**config.mk**
```make
export PLATFORM = sky130hd
export DESIGN_NAME = scan_code_key_event_queue_flat
export DESIGN_NICKNAME = d
export VERILOG_FILES = /design/src/hw/rtl/skce_pkg.sv /design/src/hw/rtl/skce_in_if.sv /design/src/hw/rtl/skce_out_if.sv /design/src/hw/rtl/scan_code_key_event_queue.sv /design/src/hw/rtl/skce_front.sv /design/src/hw/rtl/skce_opq.sv /design/src/hw/rtl/skce_back.sv /design/src/flat_wrapper.sv
export SDC_FILE = /design/constraint.sdc
export NUM_CORES = 2
export LEC_CHECK = 0
export BUFFER_PORTS_ARGS = -buffer_cell sky130_fd_sc_hd__buf_4
export CORE_AREA = 2 2 326 328
export DETAILED_ROUTE_END_ITERATION = 10
export DIE_AREA = 0 0 328 330
export GPL_TIMING_DRIVEN = 0
export PLACE_DENSITY_LB_ADDON = 0.08
export SLEW_MARGIN = 10
export SYNTH_ARGS = -nofsm -noshare
export SYNTH_HDL_FRONTEND = slang
export SYNTH_SLANG_ARGS = --single-unit
```
**constraint.sdc**
```tcl
create_clock -name clk -period 6.01 [get_ports clk]
set_clock_uncertainty 0.1 [all_clocks]
set_input_delay 0.3005 -clock clk [delete_from_list [all_inputs] [get_ports clk]]
set_output_delay 0.3005 -clock clk [all_outputs]
set_load 0.02 [all_outputs]
```
**src/hw/rtl/skce_pkg.sv**
```systemverilog
// ----------------------------------------------------------------------------
// skce_pkg
// Shared types and constants for the scan code key event queue: key codes,
// lock bit positions, operation kinds and the configuration register map.
// ----------------------------------------------------------------------------
package skce_pkg;

    localparam logic [7:0] PREFIX_BYTE = 8'hE0;

    localparam logic [7:0] KEY_LCTRL  = 8'h1D;
    localparam logic [7:0] KEY_LSHIFT = 8'h2A;
    localparam logic [7:0] KEY_RSHIFT = 8'h36;
    localparam logic [7:0] KEY_LALT   = 8'h38;
    localparam logic [7:0] KEY_CAPS   = 8'h3A;
    localparam logic [7:0] KEY_NUM    = 8'h45;
    localparam logic [7:0] KEY_SCROLL = 8'h46;
    localparam logic [7:0] KEY_RCTRL  = 8'h9D;
    localparam logic [7:0] KEY_RALT   = 8'hB8;
    localparam logic [7:0] KEY_CLEAR  = 8'hC6;

    localparam int LOCK_NUM_BIT    = 0;
    localparam int LOCK_CAPS_BIT   = 1;
    localparam int LOCK_SCROLL_BIT = 2;

    localparam logic [1:0] KIND_POP    = 2'd0;
    localparam logic [1:0] KIND_PREFIX = 2'd1;
    localparam logic [1:0] KIND_KEY    = 2'd2;

    localparam int          PADDR_W             = 3;
    localparam logic [2:0]  ADDR_ENGLISH_LAYOUT = 3'h0;

    typedef struct packed {
        logic [1:0] kind;
        logic [7:0] code;
        logic       press;
    } op_t;

    typedef struct packed {
        logic valid;
        logic full;
    } opq_status_t;

endpackage

```
**src/hw/rtl/skce_in_if.sv**
```systemverilog
// ----------------------------------------------------------------------------
// skce_in_if
// Input channel: scan byte or pop command with valid/ready handshake.
// ----------------------------------------------------------------------------
interface skce_in_if;

    logic       valid;
    logic       ready;
    logic       command;
    logic [7:0] scan_byte;

    modport source (output valid, command, scan_byte, input ready);
    modport sink   (input valid, command, scan_byte, output ready);

endinterface

```
**src/hw/rtl/skce_out_if.sv**
```systemverilog
// ----------------------------------------------------------------------------
// skce_out_if
// Result channel: popped event and current keyboard status.
// ----------------------------------------------------------------------------
interface skce_out_if;

    logic       valid;
    logic       ready;
    logic       got_key;
    logic [7:0] key_code;
    logic [8:0] modifiers;
    logic [7:0] keys_held;
    logic [2:0] lock_state;
    logic       dropped;

    modport source (output valid, got_key, key_code, modifiers, keys_held, lock_state,
                    dropped, input ready);
    modport sink   (input valid, got_key, key_code, modifiers, keys_held, lock_state,
                    dropped, output ready);

endinterface

```
**src/hw/rtl/scan_code_key_event_queue.sv**
```systemverilog
// ----------------------------------------------------------------------------
// scan_code_key_event_queue
// Path: an input transfer is registered in the operation queue, then the
// table/memory update is registered into the result register.
// Throughput: one item per cycle while evt_out.ready does not hold the result,
// set by the key table and event memory update in the back end.
// Reset: key table, counts, locks and indexes clear at once; english_layout
// resets to 1; event memory content is not cleared and is never read unwritten.
// ----------------------------------------------------------------------------
module scan_code_key_event_queue import skce_pkg::*;
#(
    parameter int QUEUE_DEPTH = 64
)
(
    input  logic               clk,
    input  logic               rst_n,
    skce_in_if.sink            key_in,
    skce_out_if.source         evt_out,
    input  logic               psel,
    input  logic               penable,
    input  logic               pwrite,
    input  logic [PADDR_W-1:0] paddr,
    input  logic [31:0]        pwdata,
    output logic [31:0]        prdata,
    output logic               pready
);

    logic        english_layout_reg;
    logic        english_layout_next;
    logic        push;
    op_t         push_op;
    logic        pop;
    op_t         head_op;
    opq_status_t q_status;

    assign pready = 1'b1;
    assign prdata = (paddr == ADDR_ENGLISH_LAYOUT) ? {31'b0, english_layout_reg} : 32'b0;

    always_comb
    begin
        english_layout_next = english_layout_reg;
        if (psel && penable && pwrite && pready && (paddr == ADDR_ENGLISH_LAYOUT))
        begin
            english_layout_next = pwdata[0];
        end
    end

    always_ff @(posedge clk or negedge rst_n)
    begin
        if (!rst_n)
        begin
            english_layout_reg <= 1'b1;
        end
        else
        begin
            english_layout_reg <= english_layout_next;
        end
    end

    skce_front u_front
    (
        .clk      (clk),
        .rst_n    (rst_n),
        .key_in   (key_in),
        .q_status (q_status),
        .push     (push),
        .push_op  (push_op)
    );

    skce_opq u_opq
    (
        .clk     (clk),
        .rst_n   (rst_n),
        .push    (push),
        .push_op (push_op),
        .pop     (pop),
        .status  (q_status),
        .head_op (head_op)
    );

    skce_back #(
        .QUEUE_DEPTH (QUEUE_DEPTH)
    ) u_back
    (
        .clk            (clk),
        .rst_n          (rst_n),
        .english_layout (english_layout_reg),
        .q_status       (q_status),
        .op             (head_op),
        .pop            (pop),
        .evt_out        (evt_out)
    );

endmodule

```
**src/hw/rtl/skce_front.sv**
```systemverilog
// ----------------------------------------------------------------------------
// skce_front
// Accept input transfers, track the extended prefix and classify each item
// as pop, prefix or key press/release.
// ----------------------------------------------------------------------------
module skce_front import skce_pkg::*;
(
    input  logic        clk,
    input  logic        rst_n,
    skce_in_if.sink     key_in,
    input  opq_status_t q_status,
    output logic        push,
    output op_t         push_op
);

    logic ext_reg;
    logic ext_next;

    assign key_in.ready = !q_status.full;
    assign push         = key_in.valid && key_in.ready;

    always_comb
    begin
        push_op.code  = {ext_reg, key_in.scan_byte[6:0]};
        push_op.press = !key_in.scan_byte[7];
        if (key_in.command)
        begin
            push_op.kind = KIND_POP;
        end
        else if (key_in.scan_byte == PREFIX_BYTE)
        begin
            push_op.kind = KIND_PREFIX;
        end
        else
        begin
            push_op.kind = KIND_KEY;
        end
    end

    always_comb
    begin
        ext_next = ext_reg;
        if (push && !key_in.command)
        begin
            ext_next = (key_in.scan_byte == PREFIX_BYTE);
        end
    end

    always_ff @(posedge clk or negedge rst_n)
    begin
        if (!rst_n)
        begin
            ext_reg <= 1'b0;
        end
        else
        begin
            ext_reg <= ext_next;
        end
    end

endmodule

```
**src/hw/rtl/skce_opq.sv**
```systemverilog
// ----------------------------------------------------------------------------
// skce_opq
// Two-entry queue of classified operations between front and back.
// ----------------------------------------------------------------------------
module skce_opq import skce_pkg::*;
(
    input  logic        clk,
    input  logic        rst_n,
    input  logic        push,
    input  op_t         push_op,
    input  logic        pop,
    output opq_status_t status,
    output op_t         head_op
);

    op_t        slot_reg [2];
    logic       wptr_reg;
    logic       wptr_next;
    logic       rptr_reg;
    logic       rptr_next;
    logic [1:0] count_reg;
    logic [1:0] count_next;

    assign status.valid = (count_reg != 2'd0);
    assign status.full  = (count_reg == 2'd2);
    assign head_op      = slot_reg[rptr_reg];

    always_comb
    begin
        wptr_next  = push ? ~wptr_reg : wptr_reg;
        rptr_next  = pop ? ~rptr_reg : rptr_reg;
        count_next = count_reg;
        if (push && !pop)
        begin
            count_next = count_reg + 2'd1;
        end
        else if (pop && !push)
        begin
            count_next = count_reg - 2'd1;
        end
    end

    always_ff @(posedge clk)
    begin
        if (push)
        begin
            slot_reg[wptr_reg] <= push_op;
        end
    end

    always_ff @(posedge clk or negedge rst_n)
    begin
        if (!rst_n)
        begin
            wptr_reg  <= 1'b0;
            rptr_reg  <= 1'b0;
            count_reg <= 2'd0;
        end
        else
        begin
            wptr_reg  <= wptr_next;
            rptr_reg  <= rptr_next;
            count_reg <= count_next;
        end
    end

endmodule

```
**src/hw/rtl/skce_back.sv**
```systemverilog
// ----------------------------------------------------------------------------
// skce_back
// Execute operations: key table, held count, lock flags, event memory and
// the registered result stage.
// ----------------------------------------------------------------------------
module skce_back import skce_pkg::*;
#(
    parameter int QUEUE_DEPTH = 64
)
(
    input  logic        clk,
    input  logic        rst_n,
    input  logic        english_layout,
    input  opq_status_t q_status,
    input  op_t         op,
    output logic        pop,
    skce_out_if.source  evt_out
);

    localparam int AW = $clog2(QUEUE_DEPTH);

    logic [16:0]   mem [QUEUE_DEPTH];

    logic [255:0]  key_down_reg;
    logic [255:0]  key_down_next;
    logic [7:0]    held_reg;
    logic [7:0]    held_next;
    logic [2:0]    lock_reg;
    logic [2:0]    lock_next;
    logic [AW-1:0] wr_reg;
    logic [AW-1:0] wr_next;
    logic [AW-1:0] rd_reg;
    logic [AW-1:0] rd_next;
    logic          out_valid_reg;
    logic          out_valid_next;

    logic          got_reg;
    logic [7:0]    code_reg;
    logic [8:0]    mods_reg;
    logic [7:0]    held_out_reg;
    logic [2:0]    lock_out_reg;
    logic          drop_reg;

    logic          adv;
    logic          is_key;
    logic          is_scan;
    logic          is_pop;
    logic          was_down;
    logic [255:0]  down_upd;
    logic [7:0]    held_upd;
    logic          ctrl;
    logic [8:0]    mods;
    logic [AW-1:0] wr_inc;
    logic [AW-1:0] rd_inc;
    logic          fifo_full;
    logic          fifo_nonempty;
    logic          enq;
    logic          drop;
    logic          clear;
    logic          deq;

    assign adv     = q_status.valid && (!out_valid_reg || evt_out.ready);
    assign pop     = adv;
    assign is_key  = adv && (op.kind == KIND_KEY);
    assign is_scan = adv && (op.kind != KIND_POP);
    assign is_pop  = adv && (op.kind == KIND_POP);

    assign was_down = key_down_reg[op.code];

    always_comb
    begin
        down_upd = key_down_reg;
        held_upd = held_reg;
        if (is_key)
        begin
            down_upd[op.code] = op.press;
            if (op.press && !was_down)
            begin
                held_upd = held_reg + 8'd1;
            end
            else if (!op.press && was_down)
            begin
                held_upd = held_reg - 8'd1;
            end
        end
    end

    assign ctrl = down_upd[KEY_LCTRL] || down_upd[KEY_RCTRL];

    always_comb
    begin
        lock_next = lock_reg;
        if (is_key && op.press)
        begin
            unique case (op.code) inside
                KEY_CAPS:
                begin
                    if (!ctrl && (!lock_reg[LOCK_CAPS_BIT] || english_layout))
                    begin
                        lock_next[LOCK_CAPS_BIT] = ~lock_reg[LOCK_CAPS_BIT];
                    end
                end
                KEY_NUM:
                begin
                    if (!ctrl)
                    begin
                        lock_next[LOCK_NUM_BIT] = ~lock_reg[LOCK_NUM_BIT];
                    end
                end
                KEY_SCROLL:
                begin
                    if (!ctrl)
                    begin
                        lock_next[LOCK_SCROLL_BIT] = ~lock_reg[LOCK_SCROLL_BIT];
                    end
                end
                KEY_LSHIFT, KEY_RSHIFT:
                begin
                    if (lock_reg[LOCK_CAPS_BIT] && !english_layout)
                    begin
                        lock_next[LOCK_CAPS_BIT] = 1'b0;
                    end
                end
                default:
                begin
                end
            endcase
        end
    end

    assign mods = {lock_next[LOCK_SCROLL_BIT], lock_next[LOCK_CAPS_BIT],
                   lock_next[LOCK_NUM_BIT],
                   down_upd[KEY_RCTRL], down_upd[KEY_LCTRL],
                   down_upd[KEY_RALT], down_upd[KEY_LALT],
                   down_upd[KEY_RSHIFT], down_upd[KEY_LSHIFT]};

    assign wr_inc        = (wr_reg == AW'(QUEUE_DEPTH - 1)) ? '0 : wr_reg + AW'(1);
    assign rd_inc        = (rd_reg == AW'(QUEUE_DEPTH - 1)) ? '0 : rd_reg + AW'(1);
    assign fifo_full     = (wr_inc == rd_reg);
    assign fifo_nonempty = (rd_reg != wr_reg);
    assign enq           = is_key && op.press && !fifo_full;
    assign drop          = is_key && op.press && fifo_full;
    assign deq           = is_pop && fifo_nonempty;
    assign clear         = is_scan && down_upd[KEY_CLEAR];

    always_comb
    begin
        key_down_next = clear ? '0 : down_upd;
        held_next     = clear ? 8'd0 : held_upd;
        wr_next       = wr_reg;
        rd_next       = rd_reg;
        if (clear)
        begin
            wr_next = '0;
            rd_next = '0;
        end
        else
        begin
            if (enq)
            begin
                wr_next = wr_inc;
            end
            if (deq)
            begin
                rd_next = rd_inc;
            end
        end
    end

    always_comb
    begin
        out_valid_next = out_valid_reg;
        if (adv)
        begin
            out_valid_next = 1'b1;
        end
        else if (evt_out.ready)
        begin
            out_valid_next = 1'b0;
        end
    end

    // Event memory: write on enqueue, registered read into the result stage.
    always_ff @(posedge clk)
    begin
        if (enq)
        begin
            mem[wr_reg] <= {mods, op.code};
        end
    end

    always_ff @(posedge clk)
    begin
        if (adv)
        begin
            if (deq)
            begin
                {mods_reg, code_reg} <= mem[rd_reg];
            end
            else
            begin
                {mods_reg, code_reg} <= '0;
            end
            got_reg      <= deq;
            held_out_reg <= held_next;
            lock_out_reg <= lock_next;
            drop_reg     <= drop;
        end
    end

    always_ff @(posedge clk or negedge rst_n)
    begin
        if (!rst_n)
        begin
            key_down_reg  <= '0;
            held_reg      <= 8'd0;
            lock_reg      <= 3'd0;
            wr_reg        <= '0;
            rd_reg        <= '0;
            out_valid_reg <= 1'b0;
        end
        else
        begin
            key_down_reg  <= key_down_next;
            held_reg      <= held_next;
            lock_reg      <= lock_next;
            wr_reg        <= wr_next;
            rd_reg        <= rd_next;
            out_valid_reg <= out_valid_next;
        end
    end

    assign evt_out.valid      = out_valid_reg;
    assign evt_out.got_key    = got_reg;
    assign evt_out.key_code   = code_reg;
    assign evt_out.modifiers  = mods_reg;
    assign evt_out.keys_held  = held_out_reg;
    assign evt_out.lock_state = lock_out_reg;
    assign evt_out.dropped    = drop_reg;

endmodule
```
**src/flat_wrapper.sv**
```systemverilog
// flat-port wrapper written by rule: the top's interface ports become plain ports
module scan_code_key_event_queue_flat import skce_pkg::*;
#(
    parameter int QUEUE_DEPTH = 64
)
  (clk, rst_n, psel, penable, pwrite, paddr, pwdata, prdata, pready, key_in_valid, key_in_command, key_in_scan_byte, key_in_ready, evt_out_valid, evt_out_got_key, evt_out_key_code, evt_out_modifiers, evt_out_keys_held, evt_out_lock_state, evt_out_dropped, evt_out_ready);
  skce_in_if key_in_i ();
  skce_out_if evt_out_i ();
  input  logic clk;
  input  logic rst_n;
  input  logic psel;
  input  logic penable;
  input  logic pwrite;
  input  logic [PADDR_W-1:0] paddr;
  input  logic [31:0] pwdata;
  output logic [31:0] prdata;
  output logic pready;
  input wire logic [$bits(key_in_i.valid)-1:0] key_in_valid;
  input wire logic [$bits(key_in_i.command)-1:0] key_in_command;
  input wire logic [$bits(key_in_i.scan_byte)-1:0] key_in_scan_byte;
  output wire logic [$bits(key_in_i.ready)-1:0] key_in_ready;
  output wire logic [$bits(evt_out_i.valid)-1:0] evt_out_valid;
  output wire logic [$bits(evt_out_i.got_key)-1:0] evt_out_got_key;
  output wire logic [$bits(evt_out_i.key_code)-1:0] evt_out_key_code;
  output wire logic [$bits(evt_out_i.modifiers)-1:0] evt_out_modifiers;
  output wire logic [$bits(evt_out_i.keys_held)-1:0] evt_out_keys_held;
  output wire logic [$bits(evt_out_i.lock_state)-1:0] evt_out_lock_state;
  output wire logic [$bits(evt_out_i.dropped)-1:0] evt_out_dropped;
  input wire logic [$bits(evt_out_i.ready)-1:0] evt_out_ready;
  assign key_in_i.valid = key_in_valid;
  assign key_in_i.command = key_in_command;
  assign key_in_i.scan_byte = key_in_scan_byte;
  assign key_in_ready = key_in_i.ready;
  assign evt_out_valid = evt_out_i.valid;
  assign evt_out_got_key = evt_out_i.got_key;
  assign evt_out_key_code = evt_out_i.key_code;
  assign evt_out_modifiers = evt_out_i.modifiers;
  assign evt_out_keys_held = evt_out_i.keys_held;
  assign evt_out_lock_state = evt_out_i.lock_state;
  assign evt_out_dropped = evt_out_i.dropped;
  assign evt_out_i.ready = evt_out_ready;
  scan_code_key_event_queue #(.QUEUE_DEPTH(QUEUE_DEPTH)) u_core (.clk(clk), .rst_n(rst_n), .key_in(key_in_i), .evt_out(evt_out_i), .psel(psel), .penable(penable), .pwrite(pwrite), .paddr(paddr), .pwdata(pwdata), .prdata(prdata), .pready(pready));
endmodule
```
==> impl_metrics.csv <==
group,metric,value,unit
outcome,outcome,"finished, violations left",
outcome,violations,"capacitance limit, slew limit, setup timing",
clocking,htreeDepth,4,
sta,hold_viol,0,
sta,setup_violations,6,
flow_run,maxCapViolCount,1,
floorplanning,row_count,119,
power,finalPower,30.0,mW
logic_synthesis,yosys.area.top_type_share,57.6,%
worst_setup_path,cp.arrival,6.58,ns
clocking,clkLatencyLatePin,0.78,ns
global_route,grt_start_max_net_pins,102,
logic_synthesis,synth_area_leaders,"edfxtp_1 (58%), dfrtp_1 (12%), mux4_2 (9.3%)",
logic_synthesis,synth_top_area_cell,"edfxtp_1",
worst_setup_path,reg2reg_depth,14,
logic_synthesis,synth_cell_types,80,
place,gp_congestion,1.04,
logic_synthesis,synthFlopType,"edfxtp_1",
detailed_routing,detail-route-antenna-nets,0,
detailed_routing,drc_errors,0,
logic_synthesis,synth_area_per_cell,15.2,um^2
logic_synthesis,ys_warn_count,0,
sta,slew_headroom,-11.6,%
floorplanning,die_w,328,um
detailed_routing,viasPerCell,6.71,
power,power.density,438,nW/um^2
cells_and_area,largest_reg_flops,1088,
worst_setup_path,cpMaxStageDelayCell,"a2111oi_0",
sta,layout_setup_ws,-0.197,ns
floorplanning,dieArea,108000,um^2
sta,tns,-0.400,ns
worst_setup_path,path_cells,"buf_6 > nand2b_1 > o22a_1 > clkbuf_1 > clkbuf_1 > a41oi_1 > a2111oi_0 > a22oi_1 > a31oi_1 > nor4_4 > buf_6 > or3_1 > nand4_1 > o311ai_1",
logic_synthesis,syn-cell-area,59400,um^2
power,leakage,22.7,nW
cells_and_area,fin_area,68500,um^2
clocking,postCtsSetupRepairBufs,0,
floorplanning,boundaryPins,116,
sta,fmax,161,MHz
worst_setup_path,worstSetupPathType,"reg2reg",
place,hpwl,122,mm
clocking,root_buffer,"clkbuf_16",
sta,finalCriticalPeriod,6.21,ns
global_route,grt_pass1_vias,37300,
worst_setup_path,required,6.39,ns
sta,rsz0062_at_grt,"no",
worst_setup_path,start_kind,"flop",
place,numPortBuffers,52,
clocking,cts_tree,"built",
worst_setup_path,critical_path.max_fanout,10,
logic_synthesis,synthCells,3904,
global_route,grt_util_all_layers,34.0,%
global_route,gr-total-overflow,0,
place,post-place-ws,0.0608,ns
worst_setup_path,endpoint_kind,"flop",
clocking,clk_pin_slew,0.06,ns
detailed_routing,wl_per_cell,31.6,um
place,dpl_cell_area,63600,um^2
cells_and_area,num-fill-cells,7419,
detailed_routing,drtPass1Iterations,6,
cells_and_area,layout.nets,4304,
clocking,cts_buffers,148,
sta,slew_viol_final,2,
floorplanning,core,105000,um^2
hold_path,hold_class,"in2async",
cells_and_area,syn_to_final_growth,15.4,%
cells_and_area,antenna_cells,0,
logic_synthesis,synth_edf_count,1140,
logic_synthesis,ys_seq_area_share,69.7,%
clocking,cts_sinks,1426,
worst_setup_path,slowest_delay,1.30,ns
sta,worst_slew_pin_slew,1.63,ns
power,irDropWorstVdd,414,uV
detailed_routing,vias,38600,
floorplanning,die_height,330,um
detailed_routing,dr.first_iter.drc_count,5414,
clocking,clk_path_buf_depth,3,
logic_synthesis,async_reset_ff_share,20.1,%
floorplanning,start_util,56.7,%
sta,fin_crit_sh,103,%
global_route,grt_pass1_wl,261,mm
detailed_routing,finalWirelength,182,mm
logic_synthesis,ys_ff_latch,1426,
global_route,antenna_found_initial,6,
cells_and_area,layout-drive-gt1-share,17.7,%
==> area by class of cell <==
cell class	instances	area [um^2]	area share [%]
Inverter	21	83.8	0.122
Multi-Input combinational cell	2151	16900	24.6
Clock buffer	191	4000	5.84
Tap cell	1391	1740	2.54
Buffer	336	1480	2.15
Clock inverter	75	768	1.12
Sequential cell	1426	41400	60.4
Timing Repair Buffer	164	2180	3.18
==> cells in the final DEF (no fill, tap or decap), types with 63 or more instances in the layout <==
cell and instances:
nor2_1 152, nand2_1 111, nand3_1 76, clkbuf_1 257, buf_4 93, mux4_2 245, clkbuf_16 152, o21ai_0 613
dfrtp_1 285, a21oi_1 299, mux2i_1 161, edfxtp_1 1140, nor2_2 63
==> per-stage QoR <==
step                      hold slack (ns)  util (%)  std cells
final                              0.0502      65.5       5755
after global routing                0.107      65.5       5755
after CTS                          0.0562      65.4       5755
after detailed placement            0.276      60.7       5474
after global placement              0.353      58.9       5377
after floorplan                   -0.0951         -       3934
==> report_power, final <==
part / internal (mW) / total [mW] / leakage (nW) / switching (mW)
logic: 2.82 / 9.28 / 6.40 / 6.46
registers: 11.5 / 11.7 / 14.0 / 0.153
clock network: 5.16 / 9.03 / 2.32 / 3.87
total: 19.5 / 30.0 / 22.7 / 10.5
==> Yosys cell counts (5+ instances only) <==
cell / n
buf_6: 6
nor2b_1: 12
nand3_1: 76
a31oi_1: 7
o22ai_1: 33
nand2b_1: 8
mux4_2: 245
mux2i_1: 161
inv_1: 19
buf_4: 34
nand2_1: 113
nor4_1: 6
nand4_1: 8
a41oi_1: 28
nor3_1: 9
o221ai_1: 32
or4b_1: 6
a211oi_1: 48
buf_2: 20
or2_2: 8
a21oi_1: 300
a22oi_1: 46
buf_1: 51
dfrtp_1: 285
ha_1: 5
xnor2_1: 14
edfxtp_1: 1140
clkbuf_1: 225
a2111oi_0: 7
nand3b_1: 6
nor2_1: 215
mux2_1: 6
o21ai_0: 617
xor2_1: 8
o211ai_1: 6
a222oi_1: 8
and3_1: 7
or3_1: 8
==> worst max-delay path, delay by kind of cell (launching register included) <==
family | cells | cell delay (ns)
buffers and inverters | 4 | 1.94
DFF | 1 | 0.37
AOI/OAI and AO/OA | 6 | 2.61
and+or+nand+nor | 4 | 0.84
==> logic make-up after synthesis <==
logic type / after synthesis / share of synthesized area [%]
flops: 1426 / 69.7
compound gates: 1173 / 11.1
simple gates: 500 / 3.85
mux: 418 / 12.3
buf+inv: 357 / 2.59
xor+xnor: 22 / 0.324
fa+ha+maj: 6 / 0.122
other cells: 2 / 0.0126
==> per-layer routing <==
layer / GRT usage (%) / up-vias / wire (um)
li1: - / 16000 / -
met1: 47.3 / 19600 / 71100
met2: 49.6 / 2436 / 80200
met3: 10.4 / 580 / 21300
met4: 15.7 / 8 / 9350
met5: 0 / - / 59
==> path summary, 6_finish.rpt <==
check / from / to / slack (ns)
max reg2reg: u_core.u_opq.rptr_reg$_DFFE_PN0P_ / u_core.u_back.evt_out.keys_held[6]$_DFFE_PP_ / -0.20
min in group clk: key_in_scan_byte[1] / u_core.u_opq.slot_reg[0][2]$_DFFE_PP_ / 0.16
min reg2reg: u_core.u_front.ext_reg$_DFFE_PN0P_ / u_core.u_opq.slot_reg[1][8]$_DFFE_PP_ / 0.38
max in group asynchronous: rst_n / u_core.u_back.rd_reg[0]$_DFFE_PN0P_ / 4.73
max: u_core.u_opq.rptr_reg$_DFFE_PN0P_ / u_core.u_back.evt_out.keys_held[6]$_DFFE_PP_ / -0.20
min: rst_n / u_core.u_back.key_down_reg[88]$_DFFE_PN0P_ / 0.05
==> timing repair <==
action,in CTS,in global routing
resized for setup,0,5
setup endpoints to repair,0,90
hold endpoints to repair,110,0
hold buffers,15,0
Power figures use the tool's default switching activity.
